## src/hw/rtl/hwgrb_pkg.sv

```systemverilog
// Package for the hue wheel GRB bit serializer.
// Holds field widths, mode and brightness codes, and color wheel constants.
// No dependencies; used by hwgrb_if.sv and the core.
package hwgrb_pkg;

  localparam int CHAN_W     = 8;
  localparam int BRT_W      = 2;
  localparam int PIXEL_BITS = 3 * CHAN_W;
  localparam int BIT_IDX_W  = $clog2(PIXEL_BITS);

  typedef logic [CHAN_W-1:0]    chan_t;
  typedef logic [BRT_W-1:0]     brt_t;
  typedef logic [PIXEL_BITS-1:0] pixel_t;
  typedef logic [BIT_IDX_W-1:0] bit_idx_t;

  // Item modes
  localparam logic MODE_RAW = 1'b0;
  localparam logic MODE_HUE = 1'b1;

  // Brightness levels
  localparam brt_t BRT_DIV6  = 2'd0;
  localparam brt_t BRT_DIV3  = 2'd1;
  localparam brt_t BRT_UNITY = 2'd2;
  localparam brt_t BRT_X3    = 2'd3;

  // Color wheel segment bounds
  localparam chan_t WHEEL_SEG1_MAX  = 8'd85;
  localparam chan_t WHEEL_SEG2_BASE = 8'd86;
  localparam chan_t WHEEL_SEG2_MAX  = 8'd170;
  localparam chan_t WHEEL_SEG3_BASE = 8'd171;
  localparam chan_t CHAN_MAX        = 8'd255;

  // Divide by three: (v * 171) >> 9 is exact for every 8-bit v
  localparam int                DIV3_PROD_W = 2 * CHAN_W;
  localparam logic [DIV3_PROD_W-1:0] DIV3_RECIP = 16'd171;
  localparam int                DIV3_SHIFT  = 9;

  localparam bit_idx_t LAST_BIT_IDX = bit_idx_t'(PIXEL_BITS - 1);

endpackage

```

## src/hw/rtl/hwgrb_if.sv

```systemverilog
// Valid/ready channel interfaces for the hue wheel GRB bit serializer.
// hwgrb_pixel_if carries one pixel request, hwgrb_bit_if one serial bit.
// Depends on hwgrb_pkg for field widths.
interface hwgrb_pixel_if;
  logic                 valid;
  logic                 ready;
  logic                 mode;
  hwgrb_pkg::chan_t     green_in;
  hwgrb_pkg::chan_t     red_in;
  hwgrb_pkg::chan_t     blue_in;
  hwgrb_pkg::chan_t     hue;
  hwgrb_pkg::brt_t      brightness;

  modport source (output valid, mode, green_in, red_in, blue_in, hue, brightness,
                  input ready);
  modport sink   (input valid, mode, green_in, red_in, blue_in, hue, brightness,
                  output ready);
endinterface

interface hwgrb_bit_if;
  logic valid;
  logic ready;
  logic bit_value;
  logic last;

  modport source (output valid, bit_value, last, input ready);
  modport sink   (input valid, bit_value, last, output ready);
endinterface

```

## src/hw/rtl/hue_wheel_grb_bit_serializer_core.sv

```systemverilog
// Hue wheel GRB bit serializer core: color conversion and 24-bit output shifter.
// Depends on hwgrb_pkg and the channel interfaces in hwgrb_if.sv.

// Each pixel transaction on in_ch yields 24 bit transactions on out_ch, most
// significant bit first, green then red then blue, with last set on the 24th.
// A pixel is either raw (mode 0: green_in, red_in, blue_in as given) or taken
// from a three-segment color wheel (mode 1: hue, then brightness divides each
// channel by 6 or 3, keeps it, or multiplies it by 3). The pixel rate is set
// by the output shifter, which moves one bit per cycle while out_ch.ready is
// high. One pixel transaction waits in the input register while the shifter
// drains the previous one, and the shifter reloads in the cycle after its last
// bit goes out, so a source that keeps in_ch.valid high and a sink that keeps
// out_ch.ready high see an unbroken bit stream. A pixel accepted while the
// shifter is free is held in the input register, then loaded into the shifter.
// There is no configuration and no state beyond the pipeline itself.
module hue_wheel_grb_bit_serializer_core (
  input  logic            clk,
  input  logic            rst_n,
  hwgrb_pixel_if.sink     in_ch,
  hwgrb_bit_if.source     out_ch
);

  // Scale one wheel channel (value 0..85) by the brightness level.
  function automatic hwgrb_pkg::chan_t scale_chan(input hwgrb_pkg::chan_t v,
                                                  input hwgrb_pkg::brt_t lvl);
    logic [hwgrb_pkg::DIV3_PROD_W-1:0] prod;
    hwgrb_pkg::chan_t                  third;
    hwgrb_pkg::chan_t                  res;
    prod  = {{(hwgrb_pkg::DIV3_PROD_W - hwgrb_pkg::CHAN_W){1'b0}}, v}
            * hwgrb_pkg::DIV3_RECIP;
    third = hwgrb_pkg::chan_t'(prod >> hwgrb_pkg::DIV3_SHIFT);
    case (lvl)
      hwgrb_pkg::BRT_DIV6:  res = third >> 1;
      hwgrb_pkg::BRT_DIV3:  res = third;
      hwgrb_pkg::BRT_UNITY: res = v;
      hwgrb_pkg::BRT_X3:    res = hwgrb_pkg::chan_t'({v, 1'b0} + {1'b0, v});
      default:              res = v;
    endcase
    return res;
  endfunction

  // Input register: one pending pixel transaction
  logic              pend_vld_r,  pend_vld_nxt;
  logic              pend_mode_r;
  hwgrb_pkg::chan_t  pend_g_r, pend_r_r, pend_b_r, pend_hue_r;
  hwgrb_pkg::brt_t   pend_brt_r;

  // Output shifter
  logic                  out_vld_r,  out_vld_nxt;
  hwgrb_pkg::pixel_t     shift_r,    shift_nxt;
  hwgrb_pkg::bit_idx_t   idx_r,      idx_nxt;

  logic              in_take;
  logic              out_take;
  logic              shift_done;
  logic              load;

  hwgrb_pkg::chan_t  wheel_g, wheel_r, wheel_b;
  hwgrb_pkg::chan_t  pix_g, pix_r, pix_b;

  assign in_take    = in_ch.valid && in_ch.ready;
  assign out_take   = out_vld_r && out_ch.ready;
  assign shift_done = out_take && (idx_r == hwgrb_pkg::LAST_BIT_IDX);
  // Reload the shifter when it is empty or its last bit leaves this cycle
  assign load       = pend_vld_r && (!out_vld_r || shift_done);

  // Accept a new pixel whenever the pending slot is free or drains now
  assign in_ch.ready = !pend_vld_r || load;

  // Color wheel: pick segment, then blend two channels linearly
  always_comb begin
    wheel_g = '0;
    wheel_r = '0;
    wheel_b = '0;
    if (pend_hue_r <= hwgrb_pkg::WHEEL_SEG1_MAX) begin
      wheel_r = pend_hue_r;
      wheel_b = hwgrb_pkg::WHEEL_SEG1_MAX - pend_hue_r;
    end else if (pend_hue_r > hwgrb_pkg::WHEEL_SEG2_MAX) begin
      wheel_g = hwgrb_pkg::CHAN_MAX - pend_hue_r;
      wheel_b = pend_hue_r - hwgrb_pkg::WHEEL_SEG3_BASE;
    end else begin
      wheel_g = pend_hue_r - hwgrb_pkg::WHEEL_SEG2_BASE;
      wheel_r = hwgrb_pkg::WHEEL_SEG3_BASE - pend_hue_r;
    end
  end

  // Select raw bytes or scaled wheel color
  always_comb begin
    if (pend_mode_r == hwgrb_pkg::MODE_HUE) begin
      pix_g = scale_chan(wheel_g, pend_brt_r);
      pix_r = scale_chan(wheel_r, pend_brt_r);
      pix_b = scale_chan(wheel_b, pend_brt_r);
    end else begin
      pix_g = pend_g_r;
      pix_r = pend_r_r;
      pix_b = pend_b_r;
    end
  end

  // Next-state logic for the pending slot and the shifter
  always_comb begin
    pend_vld_nxt = pend_vld_r;
    if (in_take) begin
      pend_vld_nxt = 1'b1;
    end else if (load) begin
      pend_vld_nxt = 1'b0;
    end

    out_vld_nxt = out_vld_r;
    shift_nxt   = shift_r;
    idx_nxt     = idx_r;
    if (load) begin
      out_vld_nxt = 1'b1;
      shift_nxt   = {pix_g, pix_r, pix_b};
      idx_nxt     = '0;
    end else if (out_take) begin
      // Advance one bit; drop valid after the last one
      shift_nxt = shift_r << 1;
      idx_nxt   = idx_r + 1'b1;
      if (shift_done) begin
        out_vld_nxt = 1'b0;
      end
    end
  end

  // Control state
  always_ff @(posedge clk) begin
    if (!rst_n) begin
      pend_vld_r <= 1'b0;
      out_vld_r  <= 1'b0;
    end else begin
      pend_vld_r <= pend_vld_nxt;
      out_vld_r  <= out_vld_nxt;
    end
  end

  // Payload: capture on accept, hold otherwise
  always_ff @(posedge clk) begin
    if (in_take) begin
      pend_mode_r <= in_ch.mode;
      pend_g_r    <= in_ch.green_in;
      pend_r_r    <= in_ch.red_in;
      pend_b_r    <= in_ch.blue_in;
      pend_hue_r  <= in_ch.hue;
      pend_brt_r  <= in_ch.brightness;
    end
    shift_r <= shift_nxt;
    idx_r   <= idx_nxt;
  end

  assign out_ch.valid     = out_vld_r;
  assign out_ch.bit_value = shift_r[hwgrb_pkg::PIXEL_BITS-1];
  assign out_ch.last      = (idx_r == hwgrb_pkg::LAST_BIT_IDX);

  // A reload always starts a fresh pixel at its first bit
  a_load_starts: assert property (@(posedge clk) disable iff (!rst_n)
    load |=> (out_vld_r && idx_r == '0))
    else $error("shifter reload did not start at bit zero");

  // A pixel never stops before its last bit
  a_no_early_drop: assert property (@(posedge clk) disable iff (!rst_n)
    (out_take && !shift_done) |=> out_vld_r)
    else $error("output dropped in the middle of a pixel");

  // After the last bit with nothing pending, the shifter goes empty
  a_drain_empty: assert property (@(posedge clk) disable iff (!rst_n)
    (shift_done && !load) |=> !out_vld_r)
    else $error("output still valid after last bit");

  // A pending pixel is held until loaded
  a_pend_held: assert property (@(posedge clk) disable iff (!rst_n)
    (pend_vld_r && !load) |=> pend_vld_r)
    else $error("pending pixel lost before load");

  // Bit index never runs past the end of the pixel
  a_idx_range: assert property (@(posedge clk) disable iff (!rst_n)
    out_vld_r |-> (idx_r <= hwgrb_pkg::LAST_BIT_IDX))
    else $error("bit index out of range");

endmodule
```

## src/flat_wrapper.sv

```systemverilog
// flat-port wrapper written by rule: the top's interface ports become plain ports
module hue_wheel_grb_bit_serializer_core_flat 
  (clk, rst_n, in_ch_valid, in_ch_mode, in_ch_green_in, in_ch_red_in, in_ch_blue_in, in_ch_hue, in_ch_brightness, in_ch_ready, out_ch_valid, out_ch_bit_value, out_ch_last, out_ch_ready);
  hwgrb_pixel_if in_ch_i ();
  hwgrb_bit_if out_ch_i ();
  input  logic clk;
  input  logic rst_n;
  input wire logic [$bits(in_ch_i.valid)-1:0] in_ch_valid;
  input wire logic [$bits(in_ch_i.mode)-1:0] in_ch_mode;
  input wire logic [$bits(in_ch_i.green_in)-1:0] in_ch_green_in;
  input wire logic [$bits(in_ch_i.red_in)-1:0] in_ch_red_in;
  input wire logic [$bits(in_ch_i.blue_in)-1:0] in_ch_blue_in;
  input wire logic [$bits(in_ch_i.hue)-1:0] in_ch_hue;
  input wire logic [$bits(in_ch_i.brightness)-1:0] in_ch_brightness;
  output wire logic [$bits(in_ch_i.ready)-1:0] in_ch_ready;
  output wire logic [$bits(out_ch_i.valid)-1:0] out_ch_valid;
  output wire logic [$bits(out_ch_i.bit_value)-1:0] out_ch_bit_value;
  output wire logic [$bits(out_ch_i.last)-1:0] out_ch_last;
  input wire logic [$bits(out_ch_i.ready)-1:0] out_ch_ready;
  assign in_ch_i.valid = in_ch_valid;
  assign in_ch_i.mode = in_ch_mode;
  assign in_ch_i.green_in = in_ch_green_in;
  assign in_ch_i.red_in = in_ch_red_in;
  assign in_ch_i.blue_in = in_ch_blue_in;
  assign in_ch_i.hue = in_ch_hue;
  assign in_ch_i.brightness = in_ch_brightness;
  assign in_ch_ready = in_ch_i.ready;
  assign out_ch_valid = out_ch_i.valid;
  assign out_ch_bit_value = out_ch_i.bit_value;
  assign out_ch_last = out_ch_i.last;
  assign out_ch_i.ready = out_ch_ready;
  hue_wheel_grb_bit_serializer_core u_core (.clk(clk), .rst_n(rst_n), .in_ch(in_ch_i), .out_ch(out_ch_i));
endmodule
```

## config.mk

```make
export PLATFORM = sky130hd
export DESIGN_NAME = hue_wheel_grb_bit_serializer_core_flat
export DESIGN_NICKNAME = d
export VERILOG_FILES = /design/src/hw/rtl/hwgrb_pkg.sv /design/src/hw/rtl/hwgrb_if.sv /design/src/hw/rtl/hue_wheel_grb_bit_serializer_core.sv /design/src/flat_wrapper.sv
export SDC_FILE = /design/constraint.sdc
export NUM_CORES = 1
export LEC_CHECK = 0
export BUFFER_PORTS_ARGS = -buffer_cell sky130_fd_sc_hd__buf_4
export CAP_MARGIN = 15
export CORE_MARGIN = 1
export CORE_UTILIZATION = 48
export CTS_CLUSTER_SIZE = 20
export DETAILED_ROUTE_END_ITERATION = 10
export GPL_TIMING_DRIVEN = 0
export PLACE_DENSITY = 0.68
export SETUP_SLACK_MARGIN = 0.4
export SLEW_MARGIN = 10
export SYNTH_ARGS = -nofsm -noshare
export SYNTH_HDL_FRONTEND = slang
export SYNTH_SLANG_ARGS = --single-unit
```

## constraint.sdc

```tcl
create_clock -name clk -period 9.33 [get_ports clk]
set_input_delay 1.3995 -clock clk [delete_from_list [all_inputs] [get_ports clk]]
set_output_delay 1.3995 -clock clk [all_outputs]
set_load 0.03 [all_outputs]
```

Yosys cells after proc, flatten, opt, wreduce, memory -nomap -nowiden
Index checks and enable logic that the tools add are counted.

storage, ports and cells
  bits in registers = 66
  input port bits = 39
  output and inout port bits = 4
  logic and storage cells = 60

operators by class
  $add $sub $neg = 9
  multiply operators = 3
  order comparisons = 2
  equality and inequality tests = 4
  muxes and demuxes = 19
  reductions and logical operators = 13

operator list
  cell                    number
  $pmux W8 S4             3
  $mux W8                 9
  $mul A8 B8 Y16 const B  3
  $mux W24                2
  $add A8 B8 Y8           3
  $sub A8 B8 Y8 const A   2
  $gt A8 B8 Y1 const B    1
  $le A8 B7 Y1 const B    1
  $sub A7 B8 Y8 const A   1
  $sub A8 B7 Y8 const B   1
  $sub A8 B8 Y8 const B   1
  $reduce_bool A2 Y1      3
  $add A5 B1 Y5 const B   1
  $eq A5 B5 Y1 const B    1
  $mux W1                 5
  $eq A2 B2 Y1 const B    2
  $logic_and A1 B1 Y1     4
  $eq A2 B1 Y1 const B    1
  $logic_not A1 Y1        2
  $logic_not A2 Y1        1
  $logic_or A1 B1 Y1      2
  $reduce_and A2 Y1       1

Longest topological paths before layout
  word-level depth = 7
  depth in mapped cells = 24
  gate-level depth less buffers = 23

Worst setup path after synthesis
OpenSTA, ideal clock, no wires.

  path kind = register to register
  from = register u_core.pend_hue_r[3]
  to = register u_core.shift_r[14], data pin
  setup time = 158 ps
  arrival = 5609 ps
  required time = 9172 ps
  slack = 3563 ps
  stages on the path, launching flop included = 24
  path buffers = 2
  clock period less this slack = 5767 ps
  path through = edfxtp_1 buf_4 clkinv_1 ha_1 nor2b_1 o211ai_1 a21oi_1 buf_2 or3_1 nand2_1 ha_1 inv_1 fa_1 fa_1 fa_1 inv_1 ha_1 nand4_1 a21oi_1 a211o_1 o31a_1 nor4bb_1 a211o_1 a211oi_2

on the way
  cells in the longest elaborated chain, start to end = 7
  elaborated cells between the ends (all ways) = 10
  classes of those cells = add/sub (2); mul (1); order compare (2); mux (5)

ends and longest elaborated chain
  item                                             line                                                                              RTL
  start: declaration                               hue_wheel_grb_bit_serializer_core.sv:45                                           hwgrb_pkg::chan_t pend_g_r, pend_r_r, pend_b_r, pend_hue_r;
  start signal: assignment                         hue_wheel_grb_bit_serializer_core.sv:144                                          pend_hue_r <= in_ch.hue;
  $sub A8 B8 Y8 or $gt A8 B8 Y1 (tied branches)    hue_wheel_grb_bit_serializer_core.sv:83, hue_wheel_grb_bit_serializer_core.sv:78
  $mux W8                                          hue_wheel_grb_bit_serializer_core.sv:78                                           end else if (pend_hue_r > hwgrb_pkg::WHEEL_SEG2_MAX) begin
  $mux W8 *                                        hue_wheel_grb_bit_serializer_core.sv:75                                           if (pend_hue_r <= hwgrb_pkg::WHEEL_SEG1_MAX) begin
  $mul A8 B8 Y16 or $add A8 B8 Y8 (tied branches)  hue_wheel_grb_bit_serializer_core.sv:30, hue_wheel_grb_bit_serializer_core.sv:36
  $pmux W8 S4 *                                    hue_wheel_grb_bit_serializer_core.sv:32                                           case (lvl)
  $mux W8 *                                        hue_wheel_grb_bit_serializer_core.sv:89                                           if (pend_mode_r == hwgrb_pkg::MODE_HUE) begin
  $mux W24 *                                       hue_wheel_grb_bit_serializer_core.sv:112                                          if (load) begin
  net u_core.shift_nxt[14]                         hue_wheel_grb_bit_serializer_core.sv:50                                           hwgrb_pkg::pixel_t shift_r, shift_nxt;
  end signal: assignment                           hue_wheel_grb_bit_serializer_core.sv:147                                          shift_r <= shift_nxt;
  end: declaration                                 hue_wheel_grb_bit_serializer_core.sv:50

Mark *: on every way through the listed nets, which the timed path passes. The rest lies on a longest branch.
A chain may end at the register's enable or synchronous reset.

Worst setup path after layout
  from = register u_core.pend_hue_r[2]
  to = register u_core.shift_r[3], data pin

on the way
  cells in the longest elaborated chain, start to end = 7
  elaborated cells between the ends (all ways) = 11
  classes of those cells = add/sub (3); mul (1); order compare (2); mux (5)

ends and longest elaborated chain
  item                                             line
  $sub A8 B8 Y8 or $gt A8 B8 Y1 (tied branches)    hue_wheel_grb_bit_serializer_core.sv:80, hue_wheel_grb_bit_serializer_core.sv:78
  $mux W8                                          hue_wheel_grb_bit_serializer_core.sv:78
  $mux W8 *                                        hue_wheel_grb_bit_serializer_core.sv:75
  $mul A8 B8 Y16 or $add A8 B8 Y8 (tied branches)  hue_wheel_grb_bit_serializer_core.sv:30, hue_wheel_grb_bit_serializer_core.sv:36
  $pmux W8 S4 *                                    hue_wheel_grb_bit_serializer_core.sv:32
  $mux W8 *                                        hue_wheel_grb_bit_serializer_core.sv:89
  $mux W24 *                                       hue_wheel_grb_bit_serializer_core.sv:112
  net u_core.shift_nxt[3]                          hue_wheel_grb_bit_serializer_core.sv:50

Marks and branches as above.

==> results by stage <==
GRT:
- Entering global routing, the biggest net connects 24 pins.
- The number of global-route vias before repair came to between 6000 and 7000.
- The initial antenna violation count is 0.
- Global routing used 24.9% of the available tracks.
- The wire length of the first global-routing pass is around 32 mm.
- Global routing finished with a remaining overflow of 0.

Setup path:
- Tracing the worst setup path back leads to its startpoint at u_core.pend_hue_r[2].
- For the worst setup path, the data required time is between 9 and 10 ns.
- The worst path arrival time is ~6.9 ns.
- The maximum fanout encountered on the critical timing path is 12.
- The launching point of the worst reg2reg path is u_core.pend_hue_r[2].
- The worst setup path is of the flop to flop kind.
- The endpoint class of the critical path is a flop.
- The startpoint class of the critical path is a flop.

Cells and area:
- The layout has 1473 filler cells.
- The finished cells cover just under 9000 µm².
- The multi-input gate area in the final layout is between 5000 and 6000 µm².
- The finished layout holds 1142 standard cells, fillers aside.
- The number of antenna diodes in the final layout is 0.
- The final net count is approximately 1100.
- The area taken by flip-flops and latches is between 1500 and 2000 µm².
- The fraction of layout cells with a size suffix above 1 is a little under a tenth.
- The synthesis-to-layout area growth is 11.9%.

Synth:
- The library cell with the highest instance count after synthesis is ha_1.
- The share of the synthesized area in the top cell type is around 23%.
- The commonest cells after synthesis are ha_1 (143), inv_1 (128), a21oi_1 (68), nor2_1 (60), edfxtp_1 (59).
- By area the synthesized netlist is led by ha_1 (23%), edfxtp_1 (22%), fa_1 (9.9%).
- The synthesized design contains 59 enable-type register cells.
- After synthesis, the mean cell area works out to about 9 µm².
- Sequential elements use approximately a quarter of the synthesized area.
- The post-synth net total is 1086.
- For this run, the leading register cell type out of synthesis is edfxtp_1.
- After synthesis, the share of flip-flops with an asynchronous set or reset is 0%.
- The Yosys step of the flow raised 0 warnings.
- In the synthesized netlist, the number of instances is approximately 870.
- The number of distinct library cell variants in the gate-level netlist after synthesis is 71.
- The largest area contributor in the netlist is ha_1.
- In this run the cell area of the synthesized design comes to ~8000 µm².
- Counting flops and latches in the post-synthesis netlist gives between 60 and 70.

Clocking:
- TritonCTS built the clock tree.
- The clock slew at the register clock pins of the worst setup and hold paths is around 0.060 ns.
- In this run the number of H-tree levels came out at 3.
- Buffers inserted during clock tree synthesis total 9.
- The total clock sinks is 66.
- Counting along the longest clock path gives a buffer depth of 2.
- The post-CTS setup buffer count is 0.
- The root buffer cell is clkbuf_16.
- The number of cells upsized or downsized after cts is 0.
- The clock latency on the worst-skew pair is 0.34 ns.
- The number of hold-repair buffers added at the cts stage is 0.

STA:
- Setup violations remaining at the end of the flow were counted as 0.
- The period utilization is between 70% and 80%.
- The clock arrives with about 0.015 ns of skew.
- The number of slew-limit violations in the final report is 0.
- The total negative setup slack is 0 ns.
- Setup repair after global routing left no endpoint under its margin.
- For the pin with the worst max-slew slack, the measured transition is roughly 1.0 ns.
- The count of final hold-check violations is 0.
- The worst path in the final design needs a cycle of a little under 7 ns, including I/O delays and setup.
- Headroom to the max-slew limit came out at approximately 30%.
- Timing would allow up to 146 MHz.

Placed design:
- The congestion estimate from routability-driven global placement came to between 0.9 and 1.
- Detailed placement ended at an HPWL of between 15 and 20 mm.
- Port buffering added 42 buffers.
- The cell count after placement is ~1100.
- The placed instances occupy a cell area of 8530 µm².

Detailed routing:
- The first detailed-routing pass ran for 6 iterations.
- In this run the remaining antenna-violating nets after routing total 0.
- The routed wire length per instance is around 17 µm.
- Detailed routing inserted a total of about 6700 vias.
- For this block, the routed nets add up to about 20 mm of wire.
- The detailed router finished its first iteration with between 500 and 600 violations.
- In the routed design, unresolved DRC markers number 0.
- The vias per cell is just under 6.

Flow run:
- The max-capacitance violation count is 0.

Die:
- The floorplan has 46 rows.
- The die covers ~17000 µm².
- Once the floorplan was initialized, standard cells occupied 49.5% of the core.
- 43 I/O pins were placed.
- The die boundary width is between 100 and 150 µm.
- The overall die height is ~130 µm.
- The floorplan step defined a core boundary enclosing between 15000 and 20000 µm².

Hold path:
- In this run the worst hold path is classified as flop to flop.
- The beginning of the worst hold path is u_core.idx_r[1].

Status:
- The run finished with clean final reports.

Pwr:
- For this design the static power due to leakage is approximately 4.2 nW.
- Across the VDD grid, the largest voltage drop is 0.118 mV.
- Power spread over the standard cell area amounts to 189 nW/µm².
-- cells by family (layout without fill, tap and decap cells) --
| logic type | count (synthesis) | after routing | synth area share (%) |
|---|---|---|---|
| AO/OA/AOI/OAI | 236 | 236 | 19.8 |
| XOR/XNOR | 36 | 36 | 4.00 |
| adder cells (fa/ha/maj) | 182 | 182 | 32.6 |
| buffers and inverters | 160 | 221 | 7.77 |
| flip-flops | 66 | 66 | 24.2 |
| multiplexers | 4 | 4 | 0.698 |
| AND/OR/NAND/NOR | 181 | 181 | 10.9 |
-- placed cells by master, fill, tap and decap left out, drive strengths merged, types with 6 or more instances in the layout --
cell,instances
edfxtp,59
or3,6
nand2,49
and3,8
ha,143
a221oi,9
or2,6
fa,39
clkbuf,29
clkinv,7
nor2,60
a21oi,68
nand4,9
buf,53
a31oi,7
inv,132
o31ai,7
o211ai,10
o21a,12
dfxtp,7
xnor2,24
xor2,12
a21o,17
nor3,13
o21ai,43
o22ai,11
nand2b,6
-- layout make-up --
cell class                 count  share of cell area, %
multi-input combinational    639                   60.9
inverter                     133                   5.65
clock inverter                 6                  0.538
timing repair buffer          45                   4.07
buffer                        27                   1.29
clock buffer                  10                   2.83
sequential                    66                   21.6
tap                          216                   3.06
-- worst max-delay path, stage by stage (launching register included) --
cell       delay (ns)
edfxtp_1         0.63
inv_1            0.20
ha_1             0.27
and2_1           0.17
o32a_1           0.38
inv_2            0.09
buf_2            0.23
a2bb2oi_1        0.09
a21oi_1          0.82
inv_1            0.13
fa_1             0.55
fa_1             0.45
fa_1             0.54
inv_1            0.04
ha_1             0.31
a21o_1           0.22
o2bb2ai_1        0.17
o41ai_1          0.46
nand2b_1         0.18
xnor2_1          0.19
nor3_1           0.06
o32a_1           0.39
-- stage by stage --
| stage | power [mW] | hold slack [ns] | util (%) | setup WS, ns |
|---|---|---|---|---|
| floorplan | 1.09 | 0.454 | - | 3.56 |
| global placement | 1.31 | 0.468 | 53.2 | 2.62 |
| detailed placement | 1.33 | 0.493 | 53.5 | 2.64 |
| CTS | 1.67 | 0.502 | 55.4 | 2.61 |
| global route | 1.83 | 0.515 | 55.4 | 2.19 |
| finish | 1.67 | 0.496 | 55.4 | 2.49 |
-- worst paths after layout --
check / end / slack (ns) / cells past startpoint
worst min register to register: u_core.idx_r[1] / 0.50 / 2
worst max register to register: u_core.shift_r[3] / 2.49 / 21
worst min-delay path: u_core.idx_r[1] / 0.50 / 2
worst max-delay path: u_core.shift_r[3] / 2.49 / 21
-- routing by layer --
layer | global-route usage (%) | part of all wire (%) | vias to the layer above
met5 | 0 | 0 | -
li1 | - | - | 3207
met3 | 5.25 | 8.0 | 30
met2 | 39.6 | 45 | 265
met4 | 6.16 | 1.7 | 0
met1 | 34.3 | 45 | 3156
-- registers in the layout, summed over array words and instances (netlist names) --
signal,flops
u_core.pend_r_r,8
u_core.pend_hue_r,8
u_core.shift_r,24
u_core.out_ch.valid,1
u_core.pend_vld_r,1
u_core.idx_r,5
u_core.pend_b_r,8
u_core.pend_g_r,8
u_core.pend_brt_r,2
u_core.pend_mode_r,1
-- power breakdown --
part | switching [mW] | total, mW | internal [mW]
clock network | 0.146 | 0.345 | 0.199
logic | 0.566 | 0.964 | 0.398
registers | 0.0128 | 0.363 | 0.350
Note: power is estimated with default switching activity, not from simulation.
